$ cat src/design/householder_vector_defines.svh
// ----------------------------------------------------------------------------
// householder_vector_defines.svh
// Assertion macros shared by the Householder vector block.
// ----------------------------------------------------------------------------
`ifndef HOUSEHOLDER_VECTOR_DEFINES_SVH
`define HOUSEHOLDER_VECTOR_DEFINES_SVH

`ifndef SYNTHESIS

// Condition must never hold outside reset.
`define HV_ASSERT_NEVER(lbl, cond, msg) \
  lbl: assert property (@(posedge clk) disable iff (rst) !(cond)) else $error(msg);

// Same-cycle implication.
`define HV_ASSERT_IMP(lbl, ante, cons, msg) \
  lbl: assert property (@(posedge clk) disable iff (rst) (ante) |-> (cons)) else $error(msg);

// Next-cycle implication.
`define HV_ASSERT_NEXT(lbl, ante, cons, msg) \
  lbl: assert property (@(posedge clk) disable iff (rst) (ante) |=> (cons)) else $error(msg);

`else

`define HV_ASSERT_NEVER(lbl, cond, msg)
`define HV_ASSERT_IMP(lbl, ante, cons, msg)
`define HV_ASSERT_NEXT(lbl, ante, cons, msg)

`endif

`endif

$ cat src/design/hv_pkg.sv
// ----------------------------------------------------------------------------
// hv_pkg
// Shared constants, types and helpers of the Householder vector block.
// ----------------------------------------------------------------------------
package hv_pkg;

  localparam int MAX_LENGTH = 64;
  localparam int IDX_W      = $clog2(MAX_LENGTH);
  localparam int CNT_W      = IDX_W + 1;
  localparam int DATA_W     = 32;
  localparam int BETA_W     = 18;

  localparam logic [DATA_W-1:0] ONE_Q = 32'h0001_0000;
  localparam logic [BETA_W-1:0] TWO_Q = 18'h2_0000;

  // divider geometry: numerator left-aligned, one quotient bit per cycle
  localparam int NUM_W  = 80;
  localparam int DEN_W  = 64;
  localparam int STEP_W = 7;
  localparam logic [STEP_W-1:0] STEPS_M    = 7'd64;
  localparam logic [STEP_W-1:0] STEPS_BETA = 7'd80;
  localparam logic [STEP_W-1:0] STEPS_X    = 7'd48;

  // controller -> datapath
  typedef struct packed {
    logic load;
    logic acc;
    logic prep;
    logic sqrt_step;
    logic msel;
    logic mdiv_take;
    logic norm;
    logic square;
    logic bshift;
    logic bdiv_take;
    logic rd;
    logic scale;
    logic sdiv_take;
    logic out_take;
  } cmd_t;

  // datapath -> controller
  typedef struct packed {
    logic last_q;
    logic sigma_zero;
    logic x0_pos;
    logic sqrt_done;
    logic div_done;
    logic norm_done;
    logic bsh_done;
    logic pass_thru;
    logic final_elem;
  } status_t;

  function automatic logic [63:0] sat_add(input logic [63:0] a, input logic [63:0] b);
    logic [64:0] s;
    s = {1'b0, a} + {1'b0, b};
    return s[64] ? '1 : s[63:0];
  endfunction

  function automatic logic [31:0] magnitude(input logic signed [31:0] x);
    return x[31] ? 32'(-x) : 32'(x);
  endfunction

endpackage

$ cat src/design/hv_ctrl.sv
// ----------------------------------------------------------------------------
// hv_ctrl
// Sequencer for load, closing computation and emit phases.
// ----------------------------------------------------------------------------
module hv_ctrl (
  input  logic             clk,
  input  logic             rst,
  input  logic             in_valid,
  output logic             in_ready,
  output logic             out_valid,
  input  logic             out_ready,
  input  hv_pkg::status_t  st,
  output hv_pkg::cmd_t     cmd
);

  typedef enum logic [13:0] {
    S_LOAD  = 14'b00000000000001,
    S_ACC   = 14'b00000000000010,
    S_PREP  = 14'b00000000000100,
    S_SQRT  = 14'b00000000001000,
    S_MSEL  = 14'b00000000010000,
    S_MDIV  = 14'b00000000100000,
    S_NORM  = 14'b00000001000000,
    S_SQ    = 14'b00000010000000,
    S_BSH   = 14'b00000100000000,
    S_BDIV  = 14'b00001000000000,
    S_RD    = 14'b00010000000000,
    S_SCALE = 14'b00100000000000,
    S_SDIV  = 14'b01000000000000,
    S_OUT   = 14'b10000000000000
  } state_t;

  state_t state, state_next;

  assign in_ready  = (state == S_LOAD);
  assign out_valid = (state == S_OUT);

  always_comb begin
    state_next = state;
    cmd        = '0;
    case (state)
      S_LOAD: begin
        if (in_valid) begin
          cmd.load   = 1'b1;
          state_next = S_ACC;
        end
      end
      S_ACC: begin
        cmd.acc    = 1'b1;
        state_next = st.last_q ? S_PREP : S_LOAD;
      end
      S_PREP: begin
        cmd.prep   = 1'b1;
        state_next = st.sigma_zero ? S_RD : S_SQRT;
      end
      S_SQRT: begin
        cmd.sqrt_step = 1'b1;
        if (st.sqrt_done) state_next = S_MSEL;
      end
      S_MSEL: begin
        cmd.msel   = 1'b1;
        state_next = st.x0_pos ? S_MDIV : S_NORM;
      end
      S_MDIV: begin
        if (st.div_done) begin
          cmd.mdiv_take = 1'b1;
          state_next    = S_NORM;
        end
      end
      S_NORM: begin
        cmd.norm = 1'b1;
        if (st.norm_done) state_next = S_SQ;
      end
      S_SQ: begin
        cmd.square = 1'b1;
        state_next = S_BSH;
      end
      S_BSH: begin
        cmd.bshift = 1'b1;
        if (st.bsh_done) state_next = S_BDIV;
      end
      S_BDIV: begin
        if (st.div_done) begin
          cmd.bdiv_take = 1'b1;
          state_next    = S_RD;
        end
      end
      S_RD: begin
        cmd.rd     = 1'b1;
        state_next = S_SCALE;
      end
      S_SCALE: begin
        cmd.scale  = 1'b1;
        state_next = st.pass_thru ? S_OUT : S_SDIV;
      end
      S_SDIV: begin
        if (st.div_done) begin
          cmd.sdiv_take = 1'b1;
          state_next    = S_OUT;
        end
      end
      S_OUT: begin
        if (out_ready) begin
          cmd.out_take = 1'b1;
          state_next   = st.final_elem ? S_LOAD : S_RD;
        end
      end
      default: state_next = S_LOAD;
    endcase
  end

  always_ff @(posedge clk) begin
    if (rst) begin
      state <= S_LOAD;
    end else begin
      state <= state_next;
    end
  end

endmodule

$ cat config.mk
export PLATFORM = sky130hd
export DESIGN_NAME = hv_ctrl
export DESIGN_NICKNAME = d
export VERILOG_FILES = /design/src/design/householder_vector_defines.svh /design/src/design/hv_pkg.sv /design/src/design/hv_ctrl.sv
export SDC_FILE = /design/constraint.sdc
export NUM_CORES = 1
export LEC_CHECK = 0
export ABC_AREA = 1
export BUFFER_PORTS_ARGS = -buffer_cell sky130_fd_sc_hd__buf_4
export CAP_MARGIN = 15
export CORE_MARGIN = 5
export CORE_UTILIZATION = 40
export CTS_BUF_LIST = sky130_fd_sc_hd__clkbuf_16
export CTS_CLUSTER_DIAMETER = 150
export DETAILED_ROUTE_END_ITERATION = 8
export PLACE_DENSITY = 0.68
export SYNTH_ARGS = -nofsm -noshare
export SYNTH_HDL_FRONTEND = slang
export SYNTH_SLANG_ARGS = --single-unit
$ cat constraint.sdc
create_clock -name clk -period 2.8 [get_ports clk]
set_input_delay 0.14 -clock clk [delete_from_list [all_inputs] [get_ports clk]]
set_output_delay 0.14 -clock clk [all_outputs]
set_load 0.01 [all_outputs]
Word level (Yosys, flattened, before mapping)
Index checks and enable logic that the tools add are counted.
{"block": "word_totals", "ff_bits": 14, "elab_cells": 55, "input_bits": 13, "out_inout_bits": 16}
{"block": "op_classes", "n_eq_ne": 22, "n_reduce_logical": 1, "muxes": 31}
{"operator": "$pmux 14 s14", "n": 1}
{"operator": "$mux 14", "n": 9}
{"operator": "$mux 11", "n": 2}
{"operator": "$mux 1", "n": 17}
{"operator": "$eq 14x1->1 const B", "n": 1}
{"operator": "$eq 14x10->1 const B", "n": 1}
{"operator": "$eq 14x11->1 const B", "n": 1}
{"operator": "$eq 14x12->1 const B", "n": 1}
{"operator": "$eq 14x13->1 const B", "n": 1}
{"operator": "$eq 14x14->1 const B", "n": 1}
{"operator": "$eq 14x2->1 const B", "n": 1}
{"operator": "$eq 14x3->1 const B", "n": 1}
{"operator": "$eq 14x4->1 const B", "n": 1}
{"operator": "$eq 14x5->1 const B", "n": 1}
{"operator": "$eq 14x6->1 const B", "n": 1}
{"operator": "$eq 14x7->1 const B", "n": 1}
{"operator": "$eq 14x8->1 const B", "n": 1}
{"operator": "$eq 14x9->1 const B", "n": 1}
{"operator": "$ne 2x2->1 const B", "n": 7}
{"operator": "$reduce_and 8->1", "n": 1}
{"operator": "$mux 7", "n": 1}
{"operator": "$mux 3", "n": 1}
{"operator": "$ne 2x1->1 const B", "n": 1}

Depth between registers and ports, before layout
Gate-level depths: netlist of the first run.
{"block": "logic_depth", "ltp_word": 3, "ltp_mapped": 13, "depth_no_buf": 13}

Worst setup path before layout of the first run
No wires, ideal clock.
{"block": "synth_timing", "path_kind": "register to register", "start": "register state[12]", "end": "register state[8]", "required_ns": 2.736, "synth_period_minus_slack_ns": 1.368, "slack_ns": 1.432, "path_buffers": 1, "path_stages_with_launch": 9, "setup_time_ns": 0.064, "arrival_ns": 1.304, "path_cell_list": "dfxtp_1 > nor2_2 > inv_1 > nor2_4 > buf_6 > inv_1 > nor3_1 > nor2_1 > nor2_1"}
{"block": "synth_between", "elab_chain_len": 3, "word_cells_on_any_way": 24, "cone_classes": "eq/ne: 22; mux: 1; reduce/logical: 1"}
{"item": "from (decl)", "line_no": "hv_ctrl.sv:33", "rtl": "state_t state, state_next;"}
{"item": "from (signal assigned)", "line_no": "hv_ctrl.sv:116", "rtl": "state <= state_next;"}
{"item": "$eq 14x4->1 (tied with other cells)", "line_no": "hv_ctrl.sv:41", "rtl": "case (state)"}
{"item": "$ne 2x2->1 (no line) or $ne 2x1->1 (tied branches)"}
{"item": "$reduce_and 8->1 (no line)"}
Several ways; a longest one is shown, not always the timed one.
A chain may end at the register's enable or synchronous reset.

==> results.json, run 1 <==
{
  "root_buffer": "clkbuf_16",
  "floorplan.initialDensity": 0.420,
  "maxSlewViolCount": 0,
  "drt-total-wl_um": 2720,
  "required_ns": 2.66,
  "top_register": "state",
  "crit_chain": "nor2_2 > inv_1 > nor2_4 > inv_1 > nor3_1 > buf_4",
  "status": "finished clean",
  "synth.distinct_cells": 20,
  "route.detailed.drc": 0,
  "holdBufCountCts": 0,
  "hold_path_class": "in2reg",
  "routabilityCongestion": 0.816,
  "yosys_warnings": 0,
  "max_stage_delay_ns": 0.32,
  "startpoint_type": "flop",
  "p_leak_nw": 0.823,
  "cts_htree_levels": 1,
  "die_y_um": 63.8,
  "startpoint": "state[12]",
  "dr.pass1.iters": 4,
  "drtIter0Drc": 40,
  "slew-limit-headroom": 0.708,
  "synth.net_count": 202,
  "avgSynthCellArea_um2": 6.12,
  "largest_reg_flops": 14,
  "overflow": 0,
  "cp-endpoint": "cmd[6]",
  "grt_pass1_vias": 1088,
  "reg2reg_from": "state[12]",
  "rows": 19,
  "fp.dieW_um": 63.8,
  "grt_max_degree": 14,
  "rrSetupSlack_ns": 1.25,
  "drtAntennaViolNets": 0,
  "end_kind": "primary output",
  "cts.path.max_buffers": 2,
  "rsz0062_at_grt": "false",
  "r2r-end": "state[2]",
  "skew_ns": 0.00138,
  "worst_ep_arrival_time_ns": 1.60,
  "final_common_cell": "nand2_1",
  "portBuffers": 28,
  "synth-seq-cells": 14,
  "reg2reg_depth": 10,
  "drive_above_1_share": 0.274,
  "finalSetupTns_ns": 0,
  "coreArea_mm2": 0.00276,
  "cts_tree": "yes",
  "maxCapViolCount": 0,
  "worstPathMaxFanout": 12,
  "ys_seq_area_frac": 0.242,
  "postSynthCellCount": 189,
  "finalHoldViolCount": 0,
  "min_from": "rst",
  "clkLatencyLatePin_ns": 0.24,
  "timing_worst_setup_path_type": "reg2out",
  "vias": 1147,
  "final_cell_mix": "nand2_1, nor2_1, inv_1, buf_4, dfxtp_1",
  "cp_common_cell": "inv_1",
  "p_per_area_mw_per_mm2": 928,
  "peakVddDrop_uv": 544,
  "clock_sinks": 14,
  "reg.largest.list": "state x14",
  "ios": 29,
  "finalCriticalPeriod_ns": 1.74,
  "power.total_w": 0.00136,
  "cts_setup_buffers": 0,
  "hpwl_um": 2220,
  "setup_violations": 0,
  "grt_use_total": 0.143,
  "fill_cells": 299,
  "nets": 233,
  "num_antenna_cells": 0,
  "cts_made_buffers": 3,
  "grt_pass1_wl_um": 4710,
  "slowest_stage": "dfxtp_1",
  "area_growth_pct": 26.7,
  "antenna_found_initial": 0,
  "via_per_inst": 4.59,
  "ctsResizeCount": 0,
  "timing.fmax_ghz": 0.575,
  "fin_cells": 250,
  "detail_route.wl_per_cell_um": 10.9,
  "placed_cells": 246,
  "worst_pin_slew_ns": 0.437,
  "syn_area_mm2": 0.00116,
  "die-area_mm2": 0.00407,
  "fin_crit_sh": 0.621,
  "path_clk_slew_ns": 0.05,
  "final_util": 0.532
}
-- final cells by class --
cell class,instances,area (um^2),area share
repair buffers,28,210,0.143
flip-flops and latches,14,280,0.191
inverters,34,133,0.0904
multi-input cells,139,726,0.495
well taps,31,38.8,0.0265
clock inverters,1,3.75,0.00256
clock buffers,3,75.1,0.0512
-- cells in the mapped netlist, drive strengths merged --
cell / count / area [um^2]
nand3: 14 / 80.1
o21ai: 8 / 40.0
nor3: 6 / 30.0
buf: 2 / 18.8
inv: 34 / 133
or2: 1 / 6.26
nor2: 48 / 255
nand2: 54 / 264
dfxtp: 14 / 280
a21oi: 4 / 20.0
nand3b: 4 / 30.0
-- per-layer routing --
| layer | track usage | routed length [um] | share of wire | vias up |
|---|---|---|---|---|
| met1 | 0.195 | 1350 | 0.50 | 481 |
| met3 | 0.0350 | 154 | 0.057 | 4 |
| met2 | 0.220 | 1170 | 0.43 | 28 |
| li1 | - | - | - | 634 |
| met5 | 0 | 0 | 0 | - |
| met4 | 0.0468 | 43 | 0.016 | 0 |
-- worst max-delay path: cells and delay by family (launching register included) --
kind          cells  cell delay (ns)
flops             1             0.32
buf+inv           3             0.38
simple gates      3             0.65
-- metrics by stage --
stage,hold WS (ns),cell area [um^2],worst slack [ns]
after global routing,0.0705,1470,0.861
after detailed placement,0.320,1390,1.25
after global placement,0.319,1390,1.23
after floorplan,0.219,1160,1.43
final,0.0684,1470,1.06
after CTS,0.0643,1470,1.06
-- how the worst min path moves through the flow --
stage                     cells after the start  slack (ns)   endpoint
after global routing                          2        0.07  state[10]
after detailed placement                      2        0.32  state[10]
after global placement                        2        0.32  state[10]
after floorplan                               1        0.22  state[10]
after CTS                                     2        0.06  state[10]
final                                         2        0.07  state[10]
-- power breakdown --
part / switching, W / leakage [nW] / internal, W
clock network: 0.0000863 / 0.0385 / 0.000189
registers: 0.0000445 / 0.114 / 0.000245
logic: 0.000518 / 0.671 / 0.000277
total: 0.000649 / 0.823 / 0.000712
-- kinds of logic after synthesis --
group / count (synthesis) / share of synthesized area
AOI/OAI and AO/OA: 12 / 0.0519
buffers and inverters: 36 / 0.131
DFF: 14 / 0.242
and+or+nand+nor: 127 / 0.575
Note: power is estimated with default switching activity, not from simulation.
==> inputs of run 2 (changes only) <==
Settings changed: PLACE_DENSITY 0.68 to 0.7.
Clock period 2.8 ns to 1.6 ns, I/O delays scaled along.
==> run 2 against run 1 <==
The flow now finishes with violations (hold timing, setup timing). Via count up 17%. Global-route usage up 0.35 points. Register-to-register slack worse by 1.2 ns. Die area unchanged. Core utilization up 11 points. Final area up 20%. Critical path depth unchanged. Non-clock buffer count up 20. Critical path type unchanged.
==> results.json, run 2 (synthesis results as in run 1) <==
{
  "status": "finished with violations",
  "violations": "hold timing, setup timing",
  "via_per_inst": 4.95,
  "max_stage_delay_ns": 0.36,
  "p_per_area_mw_per_mm2": 1790,
  "cp-endpoint": "cmd[7]",
  "coreArea_mm2": 0.00276,
  "ios": 29,
  "dp_slack_ns": 0.0111,
  "rrSetupSlack_ns": 0.02,
  "drtIter0Drc": 67,
  "grt_pass1_wl_um": 4860,
  "fin_cells": 271,
  "num_antenna_cells": 0,
  "crit_chain": "nor2_4 > nand2_2 > nor2_4 > inv_1 > nor3_2 > buf_4",
  "reg.largest.list": "state x14",
  "clock_sinks": 14,
  "p_leak_nw": 0.962,
  "floorplan.initialDensity": 0.420,
  "clkLatencyLatePin_ns": 0.25,
  "multi_input_area_um2": 838,
  "hold_path_class": "in2reg",
  "rsz0062_at_grt": "true",
  "hpwl_um": 2250,
  "reg2reg_from": "state[10]",
  "use_met2": 0.226,
  "placed_cells": 248,
  "cts_made_buffers": 3,
  "routabilityCongestion": 0.823,
  "path_clk_slew_ns": 0.05,
  "grt_use_total": 0.147,
  "maxCapViolCount": 0,
  "peakVddDrop_uv": 1350,
  "drt-total-wl_um": 3480,
  "die-area_mm2": 0.00407,
  "worstPathMaxFanout": 6,
  "portBuffers": 28,
  "fin_crit_sh": 1.00,
  "timing_worst_setup_path_type": "reg2out",
  "worst_ep_arrival_time_ns": 1.52,
  "nets": 254,
  "top_register": "state",
  "dr.pass1.iters": 4,
  "skew_ns": 0.00305,
  "die_y_um": 63.8,
  "vias": 1341,
  "area_growth_pct": 52.0,
  "r2r-end": "state[2]",
  "rows": 19,
  "end_kind": "primary output",
  "finalHoldViolCount": 1,
  "overflow": 0,
  "timing.fmax_ghz": 0.625,
  "use_met3": 0.0543,
  "cts.path.max_buffers": 2,
  "busiest_layer": "met2",
  "cts_htree_levels": 1,
  "startpoint": "state[10]",
  "final_common_cell": "buf_4",
  "slew-limit-headroom": 0.691,
  "final_cell_mix": "buf_4, nand2_1, nor2_1, inv_1",
  "maxSlewViolCount": 0,
  "finalCriticalPeriod_ns": 1.60,
  "drive_above_1_share": 0.413,
  "grt_use_met1": 0.195,
  "seq_area_um2": 292,
  "largest_reg_flops": 14,
  "fp.dieW_um": 63.8,
  "antenna_found_initial": 0,
  "reg2reg_depth": 11,
  "route.detailed.drc": 0,
  "cp_common_cell": "nor2_4",
  "root_buffer": "clkbuf_16",
  "fill_cells": 247,
  "grt_pass1_vias": 1058,
  "setup_violations": 1,
  "timing.hold.ws_ns": -0.00836,
  "slowest_stage": "dfxtp_4",
  "drtAntennaViolNets": 0,
  "worst_pin_slew_ns": 0.463,
  "grt_max_degree": 14,
  "setup_ws_ns": -0.00103,
  "cts_tree": "yes",
  "detail_route.wl_per_cell_um": 12.8,
  "required_ns": 1.52,
  "startpoint_type": "flop"
}
==> run 2: changes by cell type in the layout (fill, tap and decap cells not counted), moves of 3 or more <==
cell     previous run  this run
dfxtp_2             0         6
buf_6               0         5
dfxtp_1            14         7
nor3_4              0         3
nor2_2              8         3
nor3_1              6         1
nand2_1            41        38
nor2_4              3         8
buf_4              28        43
==> run 2: metrics by stage <==
stage | TNS (ns) | total power [W] | utilization | hold WS [ns] | cell area [um^2]
2_1_floorplan | 0 | 0.00165 | - | 0.159 | 1160
3_3_place_gp | 0 | 0.00191 | 0.509 | 0.259 | 1400
3_5_place_dp | 0 | 0.00193 | 0.509 | 0.264 | 1400
4_1_cts | -0.0222 | 0.00255 | 0.554 | 0.0000956 | 1530
5_1_grt | -0.700 | 0.00335 | 0.638 | 0.00337 | 1760
6_report | -0.00103 | 0.00315 | 0.638 | -0.00836 | 1760
==> run 2: power breakdown <==
part | internal [W] | switching (W)
clock network | 0.000332 | 0.000160
registers | 0.000436 | 0.0000894
logic | 0.000906 | 0.00122
==> run 2: area by class of cell <==
class / instances / share of cell area
Multi-Input combinational cell: 140 / 0.477
Timing Repair Buffer: 48 / 0.216
Sequential cell: 14 / 0.166
Inverter: 34 / 0.0754
Clock buffer: 3 / 0.0427
Tap cell: 31 / 0.0220
Clock inverter: 1 / 0.00213
==> run 2: routing by layer <==
| layer | routed length [um] | vias to the layer above |
|---|---|---|
| li1 | - | 679 |
| met2 | 1730 | 28 |
| met4 | 24 | 0 |
| met3 | 184 | 2 |
| met1 | 1550 | 632 |
| met5 | 0 | - |
==> run 2: how the worst min path moves through the flow <==
stage,from,to,depth (start not counted)
floorplan,rst,state[10],1
global placement,rst,state[10],2
detailed placement,rst,state[10],2
CTS,rst,state[10],2
global route,rst,state[10],2
finish,rst,state[10],2
==> run 2: repair_timing <==
item / in CTS / in global routing
setup endpoints to repair: 4 / 22
cloned: 0 / 1
setup buffers: 3 / 15
hold buffers: 0 / 0
gates resized for setup: 5 / 31
pin swaps: 1 / 19
==> run 2: critical path, delay by kind of cell, from the launching register on <==
family / cells / cell delay (ns)
buffers and inverters: 2 / 0.29
DFF: 1 / 0.36
and+or+nand+nor: 4 / 0.62
